==> src/hw/rtl/assert_macros.svh <==
// Assertion macros shared by the RTL that checks itself.
// Expects clk and rst (synchronous, active high) in the including scope.
`ifndef ASSERT_MACROS_SVH
`define ASSERT_MACROS_SVH

// Same-cycle implication, masked during reset.
`define WSM_ASSERT_IMPL(label, ante, cons) \
  label: assert property (@(posedge clk) disable iff (rst) (ante) |-> (cons)) \
    else $error("assertion failed");

// Next-cycle implication, masked during reset.
`define WSM_ASSERT_NEXT(label, ante, cons) \
  label: assert property (@(posedge clk) disable iff (rst) (ante) |=> (cons)) \
    else $error("assertion failed");

`endif

==> src/hw/rtl/wsm_pkg.sv <==
// Shared widths, register indexes and lane types for the wheel slip monitor.
// No dependencies.
package wsm_pkg;

  localparam int SPEED_BITS = 12;
  localparam int NUM_WHEELS = 4;
  localparam int SUM_BITS   = SPEED_BITS + 2;
  localparam int DIFF_BITS  = SUM_BITS + 1;
  localparam int PCT_BITS   = 7;
  localparam int MIN_BITS   = 12;
  localparam int THR_BITS   = SUM_BITS + PCT_BITS;
  localparam int PROD_BITS  = THR_BITS + 2;
  localparam int CNT_BITS   = 32;
  localparam int CFG_IDX_BITS  = 3;
  localparam int CFG_DATA_BITS = 12;
  localparam int PCT_SCALE  = 100;

  localparam logic [CFG_IDX_BITS-1:0] REG_ABS_ENABLE    = 3'd0;
  localparam logic [CFG_IDX_BITS-1:0] REG_TCS_ENABLE    = 3'd1;
  localparam logic [CFG_IDX_BITS-1:0] REG_ABS_MIN_SPEED = 3'd2;
  localparam logic [CFG_IDX_BITS-1:0] REG_TCS_MIN_SPEED = 3'd3;
  localparam logic [CFG_IDX_BITS-1:0] REG_ABS_SLIP_PCT  = 3'd4;
  localparam logic [CFG_IDX_BITS-1:0] REG_TCS_SLIP_PCT  = 3'd5;

  localparam logic [MIN_BITS-1:0] ABS_MIN_SPEED_RST = 12'd100;
  localparam logic [MIN_BITS-1:0] TCS_MIN_SPEED_RST = 12'd30;
  localparam logic [PCT_BITS-1:0] ABS_SLIP_PCT_RST  = 7'd15;
  localparam logic [PCT_BITS-1:0] TCS_SLIP_PCT_RST  = 7'd15;

  typedef struct packed {
    logic abs_hit;
    logic tcs_hit;
  } lane_flags_t;

  typedef struct packed {
    logic [NUM_WHEELS-1:0] abs_mask;
    logic [NUM_WHEELS-1:0] tcs_mask;
    logic [CNT_BITS-1:0]   abs_cnt_next;
    logic [CNT_BITS-1:0]   tcs_cnt_next;
  } merge_res_t;

endpackage

==> src/hw/rtl/wsm_lane.sv <==
// One wheel lane: cross-multiplied slip compare for lock and spin.
// Depends on wsm_pkg.
module wsm_lane (
  input  logic [wsm_pkg::SPEED_BITS-1:0] speed,
  input  logic [wsm_pkg::SUM_BITS-1:0]   sum,
  input  logic [wsm_pkg::THR_BITS-1:0]   abs_thr,
  input  logic [wsm_pkg::THR_BITS-1:0]   tcs_thr,
  output wsm_pkg::lane_flags_t           flags
);

  logic signed [wsm_pkg::DIFF_BITS-1:0] diff;
  logic signed [wsm_pkg::PROD_BITS-1:0] diff_x;
  logic signed [wsm_pkg::PROD_BITS-1:0] scaled;
  logic signed [wsm_pkg::PROD_BITS-1:0] scaled_neg;
  logic signed [wsm_pkg::PROD_BITS-1:0] abs_thr_x;
  logic signed [wsm_pkg::PROD_BITS-1:0] tcs_thr_x;

  // diff = sum - 4*speed, i.e. 4 * (average - speed)
  assign diff       = $signed({1'b0, sum}) - $signed({1'b0, speed, 2'b00});
  assign diff_x     = wsm_pkg::PROD_BITS'(diff);
  assign scaled     = diff_x * $signed(wsm_pkg::PROD_BITS'(wsm_pkg::PCT_SCALE));
  assign scaled_neg = -scaled;
  assign abs_thr_x  = $signed({2'b00, abs_thr});
  assign tcs_thr_x  = $signed({2'b00, tcs_thr});

  assign flags.abs_hit = scaled > abs_thr_x;
  assign flags.tcs_hit = scaled_neg > tcs_thr_x;

endmodule

==> src/hw/rtl/wsm_merge.sv <==
// Merge stage: gathers lane flags into wheel masks and next event counts.
// Depends on wsm_pkg.
module wsm_merge (
  input  wsm_pkg::lane_flags_t            flags [wsm_pkg::NUM_WHEELS],
  input  logic                            abs_on,
  input  logic                            tcs_on,
  input  logic [wsm_pkg::CNT_BITS-1:0]    abs_cnt,
  input  logic [wsm_pkg::CNT_BITS-1:0]    tcs_cnt,
  output wsm_pkg::merge_res_t             res
);

  logic [wsm_pkg::NUM_WHEELS-1:0] abs_raw;
  logic [wsm_pkg::NUM_WHEELS-1:0] tcs_raw;

  always_comb begin
    for (int i = 0; i < wsm_pkg::NUM_WHEELS; i++) begin
      abs_raw[i] = flags[i].abs_hit;
      tcs_raw[i] = flags[i].tcs_hit;
    end
  end

  // a check that is off or below its minimum speed reports nothing
  assign res.abs_mask = abs_on ? abs_raw : '0;
  assign res.tcs_mask = tcs_on ? tcs_raw : '0;
  assign res.abs_cnt_next = (|res.abs_mask) ? abs_cnt + wsm_pkg::CNT_BITS'(1) : abs_cnt;
  assign res.tcs_cnt_next = (|res.tcs_mask) ? tcs_cnt + wsm_pkg::CNT_BITS'(1) : tcs_cnt;

endmodule

==> src/hw/rtl/wheel_slip_monitor_top.sv <==
// Wheel slip monitor: four speed lanes in parallel, merged into ABS/TCS flags.
// Two register stages; the result word is registered in the output stage behind stage 1
// and is held there while out_ready is low.
// Throughput: one word per cycle while out_ready is high; in_ready follows out_ready through the
// two-stage pipe (sum/gate stage, then lane compare and merge into the output).
// Reset (rst, synchronous): pipe empty, counters zero, registers at defaults.
// Depends on wsm_pkg, wsm_lane, wsm_merge and assert_macros.svh.
`include "assert_macros.svh"

module wheel_slip_monitor_top (
  input  logic                                 clk,
  input  logic                                 rst,
  input  logic                                 cfg_we,
  input  logic [wsm_pkg::CFG_IDX_BITS-1:0]     cfg_index,
  input  logic [wsm_pkg::CFG_DATA_BITS-1:0]    cfg_data,
  input  logic                                 in_valid,
  output logic                                 in_ready,
  input  logic [wsm_pkg::SPEED_BITS-1:0]       speed_front_left,
  input  logic [wsm_pkg::SPEED_BITS-1:0]       speed_front_right,
  input  logic [wsm_pkg::SPEED_BITS-1:0]       speed_rear_left,
  input  logic [wsm_pkg::SPEED_BITS-1:0]       speed_rear_right,
  output logic                                 out_valid,
  input  logic                                 out_ready,
  output logic                                 lock_flag,
  output logic [wsm_pkg::NUM_WHEELS-1:0]       lock_wheels,
  output logic                                 spin_flag,
  output logic [wsm_pkg::NUM_WHEELS-1:0]       spin_wheels,
  output logic [wsm_pkg::CNT_BITS-1:0]         abs_events,
  output logic [wsm_pkg::CNT_BITS-1:0]         tcs_events
);

  // configuration registers
  logic                              abs_enable;
  logic                              tcs_enable;
  logic [wsm_pkg::MIN_BITS-1:0]      abs_min_speed;
  logic [wsm_pkg::MIN_BITS-1:0]      tcs_min_speed;
  logic [wsm_pkg::PCT_BITS-1:0]      abs_slip_pct;
  logic [wsm_pkg::PCT_BITS-1:0]      tcs_slip_pct;

  always_ff @(posedge clk) begin
    if (rst) begin
      abs_enable    <= 1'b1;
      tcs_enable    <= 1'b1;
      abs_min_speed <= wsm_pkg::ABS_MIN_SPEED_RST;
      tcs_min_speed <= wsm_pkg::TCS_MIN_SPEED_RST;
      abs_slip_pct  <= wsm_pkg::ABS_SLIP_PCT_RST;
      tcs_slip_pct  <= wsm_pkg::TCS_SLIP_PCT_RST;
    end else if (cfg_we) begin
      unique case (cfg_index)
        wsm_pkg::REG_ABS_ENABLE:    abs_enable    <= cfg_data[0];
        wsm_pkg::REG_TCS_ENABLE:    tcs_enable    <= cfg_data[0];
        wsm_pkg::REG_ABS_MIN_SPEED: abs_min_speed <= cfg_data[wsm_pkg::MIN_BITS-1:0];
        wsm_pkg::REG_TCS_MIN_SPEED: tcs_min_speed <= cfg_data[wsm_pkg::MIN_BITS-1:0];
        wsm_pkg::REG_ABS_SLIP_PCT:  abs_slip_pct  <= cfg_data[wsm_pkg::PCT_BITS-1:0];
        wsm_pkg::REG_TCS_SLIP_PCT:  tcs_slip_pct  <= cfg_data[wsm_pkg::PCT_BITS-1:0];
        default: ;
      endcase
    end
  end

  // pipe control
  logic s1_valid;
  logic out_load;
  logic in_take;

  assign out_load = s1_valid && (!out_valid || out_ready);
  assign in_ready = !s1_valid || out_load;
  assign in_take  = in_valid && in_ready;

  // stage 1: sum and speed gating
  logic [wsm_pkg::SUM_BITS-1:0]   sum_in;
  logic [wsm_pkg::SUM_BITS-1:0]   s1_sum;
  logic [wsm_pkg::SPEED_BITS-1:0] s1_speed [wsm_pkg::NUM_WHEELS];
  logic                           s1_abs_on;
  logic                           s1_tcs_on;

  assign sum_in = wsm_pkg::SUM_BITS'(speed_front_left) + wsm_pkg::SUM_BITS'(speed_front_right)
                + wsm_pkg::SUM_BITS'(speed_rear_left) + wsm_pkg::SUM_BITS'(speed_rear_right);

  always_ff @(posedge clk) begin
    if (rst) begin
      s1_valid <= 1'b0;
    end else if (in_ready) begin
      s1_valid <= in_valid;
    end
  end

  always_ff @(posedge clk) begin
    if (in_take) begin
      s1_sum      <= sum_in;
      s1_speed[0] <= speed_front_left;
      s1_speed[1] <= speed_front_right;
      s1_speed[2] <= speed_rear_left;
      s1_speed[3] <= speed_rear_right;
      // min speed compared against the sum, hence the factor of four
      s1_abs_on   <= abs_enable && (sum_in >= {abs_min_speed, 2'b00});
      s1_tcs_on   <= tcs_enable && (sum_in >= {tcs_min_speed, 2'b00});
    end
  end

  // stage 2: shared thresholds, four lanes, merge
  logic [wsm_pkg::THR_BITS-1:0] abs_thr;
  logic [wsm_pkg::THR_BITS-1:0] tcs_thr;
  wsm_pkg::lane_flags_t         lane_flags [wsm_pkg::NUM_WHEELS];
  wsm_pkg::merge_res_t          merged;

  assign abs_thr = wsm_pkg::THR_BITS'(s1_sum) * wsm_pkg::THR_BITS'(abs_slip_pct);
  assign tcs_thr = wsm_pkg::THR_BITS'(s1_sum) * wsm_pkg::THR_BITS'(tcs_slip_pct);

  for (genvar g = 0; g < wsm_pkg::NUM_WHEELS; g++) begin : g_lane
    wsm_lane u_lane (
      .speed   (s1_speed[g]),
      .sum     (s1_sum),
      .abs_thr (abs_thr),
      .tcs_thr (tcs_thr),
      .flags   (lane_flags[g])
    );
  end

  wsm_merge u_merge (
    .flags   (lane_flags),
    .abs_on  (s1_abs_on),
    .tcs_on  (s1_tcs_on),
    .abs_cnt (abs_events),
    .tcs_cnt (tcs_events),
    .res     (merged)
  );

  // output word and event counters
  always_ff @(posedge clk) begin
    if (rst) begin
      out_valid  <= 1'b0;
      abs_events <= '0;
      tcs_events <= '0;
    end else begin
      if (out_load) begin
        out_valid  <= 1'b1;
        abs_events <= merged.abs_cnt_next;
        tcs_events <= merged.tcs_cnt_next;
      end else if (out_ready) begin
        out_valid  <= 1'b0;
      end
    end
  end

  always_ff @(posedge clk) begin
    if (out_load) begin
      lock_flag   <= |merged.abs_mask;
      lock_wheels <= merged.abs_mask;
      spin_flag   <= |merged.tcs_mask;
      spin_wheels <= merged.tcs_mask;
    end
  end

  // checks
  `WSM_ASSERT_IMPL(a_lock_flag_mask, out_valid, lock_flag == (lock_wheels != '0))
  `WSM_ASSERT_IMPL(a_no_lock_and_spin, out_valid, (lock_wheels & spin_wheels) == '0)
  `WSM_ASSERT_NEXT(a_cnt_hold, !out_load, $stable(abs_events) && $stable(tcs_events))
  `WSM_ASSERT_NEXT(a_abs_cnt_step, out_load,
                   (abs_events == $past(abs_events) + 32'd1) == lock_flag)

endmodule
==> config.mk <==
export PLATFORM = sky130hd
export DESIGN_NAME = wheel_slip_monitor_top
export DESIGN_NICKNAME = d
export VERILOG_FILES = /design/src/hw/rtl/wsm_pkg.sv /design/src/hw/rtl/wsm_lane.sv /design/src/hw/rtl/wsm_merge.sv /design/src/hw/rtl/wheel_slip_monitor_top.sv
export VERILOG_INCLUDE_DIRS = /design/src /design/src/hw/rtl
export SDC_FILE = /design/constraint.sdc
export NUM_CORES = 1
export LEC_CHECK = 0
export BUFFER_PORTS_ARGS = -buffer_cell sky130_fd_sc_hd__buf_2
export CORE_MARGIN = 2
export CORE_UTILIZATION = 25
export CTS_BUF_LIST = sky130_fd_sc_hd__clkbuf_2
export DETAILED_ROUTE_END_ITERATION = 8
export PLACE_DENSITY = 0.45
export SLEW_MARGIN = 20
export SYNTH_ARGS = -nofsm -noshare
export SYNTH_HDL_FRONTEND = slang
export SYNTH_SLANG_ARGS = --single-unit
export TNS_END_PERCENT = 1
==> constraint.sdc <==
create_clock -name clk -period 9.85 [get_ports clk]
set_clock_uncertainty 0.15 [all_clocks]
set_input_delay 0.985 -clock clk [delete_from_list [all_inputs] [get_ports clk]]
set_output_delay 0.985 -clock clk [all_outputs]
set_load 0.005 [all_outputs]
* After elaboration in Yosys (flattened, before gate mapping)
Memories as Yosys holds them, arrays and structs flattened. Cells that the tools add are included.
Operators by class: $lt $le $gt $ge 10, reduce and logical (&&, ||, !) cells 20, $add $sub $neg 13, equality and inequality tests 5, $mul 6, muxes and demuxes 6
Operators by type and width (count):
- $gt 23x22->1 | 8
- $neg 23->23 | 4
- $mul 15x6->21 const B | 4
- $add 32x1->32 const B | 2
- $sub 14x14->15 | 4
- $mul 14x7->21 | 2
- $ge 14x14->1 | 2
- $reduce_and 2->1 | 8
- $add 13x12->14 | 1
- $add 14x12->14 | 1
- $add 12x12->13 | 1
- $mux 4 | 2
- $reduce_or 4->1 | 2
- $eq 3x2->1 const B | 2
- $eq 3x3->1 const B | 2
- $logic_and 1x1->1 | 4
- $mux 1 | 4
- $eq 3x1->1 const B | 1
- $logic_not 3->1 | 1
- $logic_not 1->1 | 2
- $logic_or 1x1->1 | 2
- $reduce_bool 2->1 | 1
Storage, ports and cells: memories kept 1, word-level logic and storage cells 78, register bits 132, bits of input ports 68, output and inout bits 76, RAM bits 48
Memory list:
- s1_speed | depth 4, width 12, read ports 4, clocked after Yosys merged registers in 0, write ports 4, line wheel_slip_monitor_top.sv:73 | logic [wsm_pkg::SPEED_BITS-1:0] s1_speed [wsm_pkg::NUM_WHEELS];

* Longest topological paths before layout
An unclocked memory read counts as a cell.
depth after elaboration 8, depth in mapped cells 39, mapped depth without buffers 36

* Hierarchy
Synthesis repeated with hierarchy kept, for this count alone.
Unflattened totals: cell total of the unflattened synthesis 3476, area, all modules 29459.5 um^2
By module, submodules not included:
- wheel_slip_monitor_top | instances 1, cells an instance 1487, sequential area each 4344.2 um^2, area an instance 13908.3 um^2
- wsm_lane at g_lane[1].u_lane ... | instances 3, cells an instance 436, sequential area each 0.0 um^2, area an instance 3497.1 um^2
- wsm_lane at g_lane[0].u_lane | instances 1, cells an instance 463, sequential area each 0.0 um^2, area an instance 3607.2 um^2
- wsm_merge | instances 1, cells an instance 218, sequential area each 0.0 um^2, area an instance 1452.6 um^2

* Worst setup path before layout
OpenSTA, ideal clock, no wires.
path type register to register, start register s1_sum[2] (netlist name), end register tcs_events[1] (netlist name), arrival 7.968 ns, period minus slack after synthesis 8.246 ns, setup slack 1.604 ns, setup time 0.128 ns, buffers on the path 3, stages on the path, launching flop included 36, required time 9.572 ns, cells stage by stage edfxtp_1 -> clkbuf_1 -> inv_1 -> ha_1 -> nor2b_1 -> o21ai_0 -> a21boi_0 -> o21ai_0 -> a21boi_0 -> o21ai_0 -> a21boi_0 -> o21ai_0 -> a21oi_1 -> xor2_1 -> ha_1 -> fa_1 -> ha_1 -> ha_1 -> nor3b_1 -> a221o_1 -> a21oi_1 -> nand3_1 -> or3b_1 -> nor4_4 -> xnor2_1 -> ha_1 -> a2111oi_0 -> nand2_1 -> nor3_1 -> a211oi_1 -> o211a_2 -> o31ai_4 -> buf_6 -> buf_4 -> mux2i_1 -> nor2_1
RTL lines:
- start: declaration | line wheel_slip_monitor_top.sv:72 | logic [wsm_pkg::SUM_BITS-1:0] s1_sum;
- start signal: assignment | line wheel_slip_monitor_top.sv:90 | s1_sum <= sum_in;
- end signal: assignment | line wheel_slip_monitor_top.sv:139 | tcs_events <= merged.tcs_cnt_next;
- end: declaration | line wheel_slip_monitor_top.sv:29 | output logic [wsm_pkg::CNT_BITS-1:0] tcs_events

==> parameters.txt <==
Parameter                              Value

Die
  FP Rows ... 122
  Die Y-Extent ... between 300 and 400 um
  Core outline area ... roughly 110000 um^2
  I/O Pins ... about 140
  Die W ... 338.1 um
  Die footprint ... about 110000 um^2
  Initial Utilization ... around a quarter

Synth
  Number of distinct standard cells referenced by the synthesized netlist ... 95
  Number of synthesized register bits ... 180
  Ys async rst share ... 0%
  Top-area cell type share of the netlist area ... ~23%
  Top post-synthesis cells by area ... sky130_fd_sc_hd__ha_1, sky130_fd_sc_hd__fa_1, sky130_fd_sc_hd__edfxtp_1, sky130_fd_sc_hd__dfxtp_1, sky130_fd_sc_hd__inv_1
  Syn_nets ... a little under 4000
  Synth Cell Area ... between 20000 and 30000 um^2
  EDFF count, synth ... 74
  Syn. warnings ... 0
  Sequential element share of the synthesized area ... around 16%
  Average instance area after synthesis ... about 8.7 um^2
  Most frequent cells after synthesis ... sky130_fd_sc_hd__ha_1, sky130_fd_sc_hd__inv_1, sky130_fd_sc_hd__nand2_1
  Most common flop cell mapped by yosys ... sky130_fd_sc_hd__dfxtp_1
  Number of instances in the synthesized netlist ... between 3000 and 4000
  Yosys top cell by area ... sky130_fd_sc_hd__ha_1
  Top-count cell post-synth ... sky130_fd_sc_hd__ha_1

Worst setup path
  Maximum fanout encountered on the critical timing path ... 21
  Worst setup EP type ... register
  Worst endpoint data arrival time ... roughly 10 ns
  Setup Crit Path Kind ... register to register
  Worst reg2reg path startpoint ... s1_sum[3]
  Cell mode on critical path ... sky130_fd_sc_hd__ha_1
  Slowest Stage Delay on Critical Path ... roughly 0.60 ns
  Critical R2R Capture ... abs_events[5]
  Worst Reg2Reg Path Length in Cells ... 33
  Worst path depth ... 33
  Bufs and invs on worst path ... 2
  R2R Setup Slk ... around 0.64 ns
  Critical path data required time ... about 11 ns
  Critical-path cell with the highest stage delay ... sky130_fd_sc_hd__o21ai_0
  Critical Path Start Type ... register
  Cell family with the largest share of critical-path delay ... compound AO/OA/AOI/OAI gates

GRT
  Number of antenna violations at the first check in global routing ... 12
  Remaining global-route overflow ... 0
  Global-route wire length before repair ... around 140000 um
  GRT Util Overall ... around 16%
  Vias in the first global route ... roughly 23000
  Largest net degree at the start of global routing ... 65

Route
  First-pass iteration count of the detailed router ... 5
  Wire per inst ... 19.07 um
  Antenna-violating nets left ... 0
  Final wirelength ... roughly 94000 um
  Vias post-DR ... 23650
  Ratio of routed vias to standard cells ... 4.817
  Violation count after the first detailed-routing iteration ... 1227
  Remaining design rule violation count ... 0

Clocking
  CTS H-tree lvls ... 4
  Maximum count of clock buffers along a single path ... 2
  Count of buffers added by post-CTS timing repair for setup ... 0
  Clock tree from TritonCTS ... yes
  Clk Latency, worst-skew pair ... 1.13 ns
  CTS clock-pin slew for the worst setup and hold paths ... approximately 0.36 ns
  CTS root buf ... sky130_fd_sc_hd__clkbuf_2
  CTS sink cnt ... 180
  Number of buffers created by CTS ... 17

Outcome
  Result of the run ... finished clean

STA
  Final Hold Viols ... 0
  Worst slew margin ... a little under a quarter
  Final critical-path required period ... 9.212 ns
  Maximum clock frequency ... approximately 110 MHz
  Actual transition at the worst max-transition pin ... between 1 and 1.5 ns
  Post-route setup TNS ... 0 ns
  Share of the clock period used by the worst path ... between 90% and 100%
  Unrepaired setup endpoints after global routing ... no
  Number of failing setup endpoints in the final timing report ... 0
  Count of pins over their slew limit ... 0

Hold path
  Worst min path class ... input port to register
  Cell depth of the worst hold path ... 4
  Terminating pin of the worst hold path ... abs_enable
  Worst Hold Launch ... cfg_we

Finish
  Final nets ... between 4000 and 5000
  Share of post-route cells with drive strength above 1 ... under 10%
  Synthesis-to-layout area growth ... 13.46%

Run
  Max-Cap Viols ... 0

Placed design
  Sum of net half-perimeters after detailed placement ... approximately 77000 um
  Gpl congestion ... between 0.8 and 0.9
  Count of port buffers added during placement ... 143
[cell type report]
class	count	area, um^2
fillers	12000	79020
repair buffers	278	1957
diodes	7	17.52
inverters	314	1179
clock inverters	15	160.2
well taps	1488	1862
flip-flops and latches	180	4344
clock buffers	17	85.08
multi-input cells	2612	22050
[worst min-delay path: stages]
cell                      delay, ns
sky130_fd_sc_hd__buf_2         0.11
sky130_fd_sc_hd__nor2b_1       0.19
sky130_fd_sc_hd__nand3_1       0.10
sky130_fd_sc_hd__nand3_1       0.06
[flip-flops by register name, indices dropped and copies added, names as in the netlist, 7 cells and up]
name	cells
abs_slip_pct	7
tcs_events	32
s1_speed	48
tcs_min_speed	12
tcs_slip_pct	7
s1_sum	14
abs_events	32
abs_min_speed	12
[stage by stage]
step                      util, %  cells  cell area, um^2  hold WS, ns  worst slack, ns
after CTS                   28.57   4904            31620      0.04939           0.3891
after detailed placement    27.75   4806            30710       0.2987           0.5431
final                       28.60   4911            31650       0.2994           0.6382
after global routing        28.60   4911            31650       0.2010          0.02839
after global placement      27.75   4806            30710       0.2934           0.5783
after floorplan                 -   3195            27900       0.2863            1.604
[how the worst max path moves through the flow]
stage,start,to,slack (ns)
floorplan,s1_sum[2],tcs_events[1],1.60
global placement,s1_sum[3],tcs_events[31],0.58
detailed placement,s1_sum[3],tcs_events[21],0.54
CTS,s1_sum[3],tcs_events[23],0.39
global route,s1_sum[3],abs_events[31],0.03
finish,s1_sum[3],abs_events[5],0.64
[cells in the final DEF, fill, tap and decap left out, types with 12 or more instances in the layout]
master | synthesis | final
sky130_fd_sc_hd__nand2_1 | 290 | 290
sky130_fd_sc_hd__o21bai_1 | 12 | 12
sky130_fd_sc_hd__o21ai_0 | 98 | 96
sky130_fd_sc_hd__or4_1 | 35 | 35
sky130_fd_sc_hd__o41ai_1 | 15 | 15
sky130_fd_sc_hd__and3_1 | 25 | 25
sky130_fd_sc_hd__nand4_1 | 47 | 47
sky130_fd_sc_hd__a211oi_1 | 18 | 18
sky130_fd_sc_hd__and2_1 | 83 | 82
sky130_fd_sc_hd__dfxtp_1 | 106 | 106
sky130_fd_sc_hd__inv_1 | 313 | 313
sky130_fd_sc_hd__fa_1 | 174 | 174
sky130_fd_sc_hd__nor2_1 | 167 | 167
sky130_fd_sc_hd__nand2b_1 | 22 | 22
sky130_fd_sc_hd__nor3_1 | 53 | 53
sky130_fd_sc_hd__edfxtp_1 | 74 | 74
sky130_fd_sc_hd__a21o_1 | 104 | 104
sky130_fd_sc_hd__ha_1 | 514 | 514
sky130_fd_sc_hd__buf_2 | 11 | 143
sky130_fd_sc_hd__xor2_1 | 89 | 85
sky130_fd_sc_hd__o21ai_1 | 11 | 13
sky130_fd_sc_hd__o211ai_1 | 25 | 25
sky130_fd_sc_hd__nor4_1 | 15 | 15
sky130_fd_sc_hd__o311ai_0 | 14 | 14
sky130_fd_sc_hd__clkbuf_2 | 1 | 17
sky130_fd_sc_hd__a21boi_0 | 21 | 21
sky130_fd_sc_hd__o31ai_1 | 42 | 42
sky130_fd_sc_hd__mux2i_1 | 23 | 23
sky130_fd_sc_hd__nand3_1 | 75 | 74
sky130_fd_sc_hd__dlygate4sd3_1 | 0 | 66
sky130_fd_sc_hd__or2_2 | 29 | 29
sky130_fd_sc_hd__nor2b_1 | 65 | 65
sky130_fd_sc_hd__o21a_1 | 46 | 46
sky130_fd_sc_hd__and4_1 | 13 | 13
sky130_fd_sc_hd__a21oi_1 | 181 | 180
sky130_fd_sc_hd__xnor2_1 | 120 | 118
sky130_fd_sc_hd__o31a_1 | 12 | 12
sky130_fd_sc_hd__or3_1 | 28 | 28
sky130_fd_sc_hd__buf_4 | 3 | 64
[kinds of logic (layout without fill, tap and decap cells)]
kind of cell / after synthesis / count (layout) / synth area share [%]
mux: 28 / 28 / 1.027
buf+inv: 403 / 624 / 5.624
xor+xnor: 210 / 210 / 6.620
other cells: 0 / 7 / 0
fa+ha+maj: 688 / 688 / 35.54
simple gates: 990 / 990 / 18.24
flops: 180 / 180 / 15.57
compound gates: 696 / 696 / 17.37
[what timing repair did]
action | CTS | global route
setup endpoints to repair | 0 | 31
endpoints found under the hold margin | 91 | 0
gates resized for setup | 0 | 3
hold buffers | 66 | 0
[metal layers]
metal / up-vias / track usage [%] / part of all wire (%)
li1: 11770 / - / -
met1: 11360 / 22.87 / 48
met2: 445 / 26.12 / 44
met3: 72 / 2.671 / 4.6
met4: 4 / 4.766 / 2.7
met5: - / 0 / 0.028
Power is not shown: default switching activity piles up to over one toggle a cycle in this logic, so the estimate is an artifact.
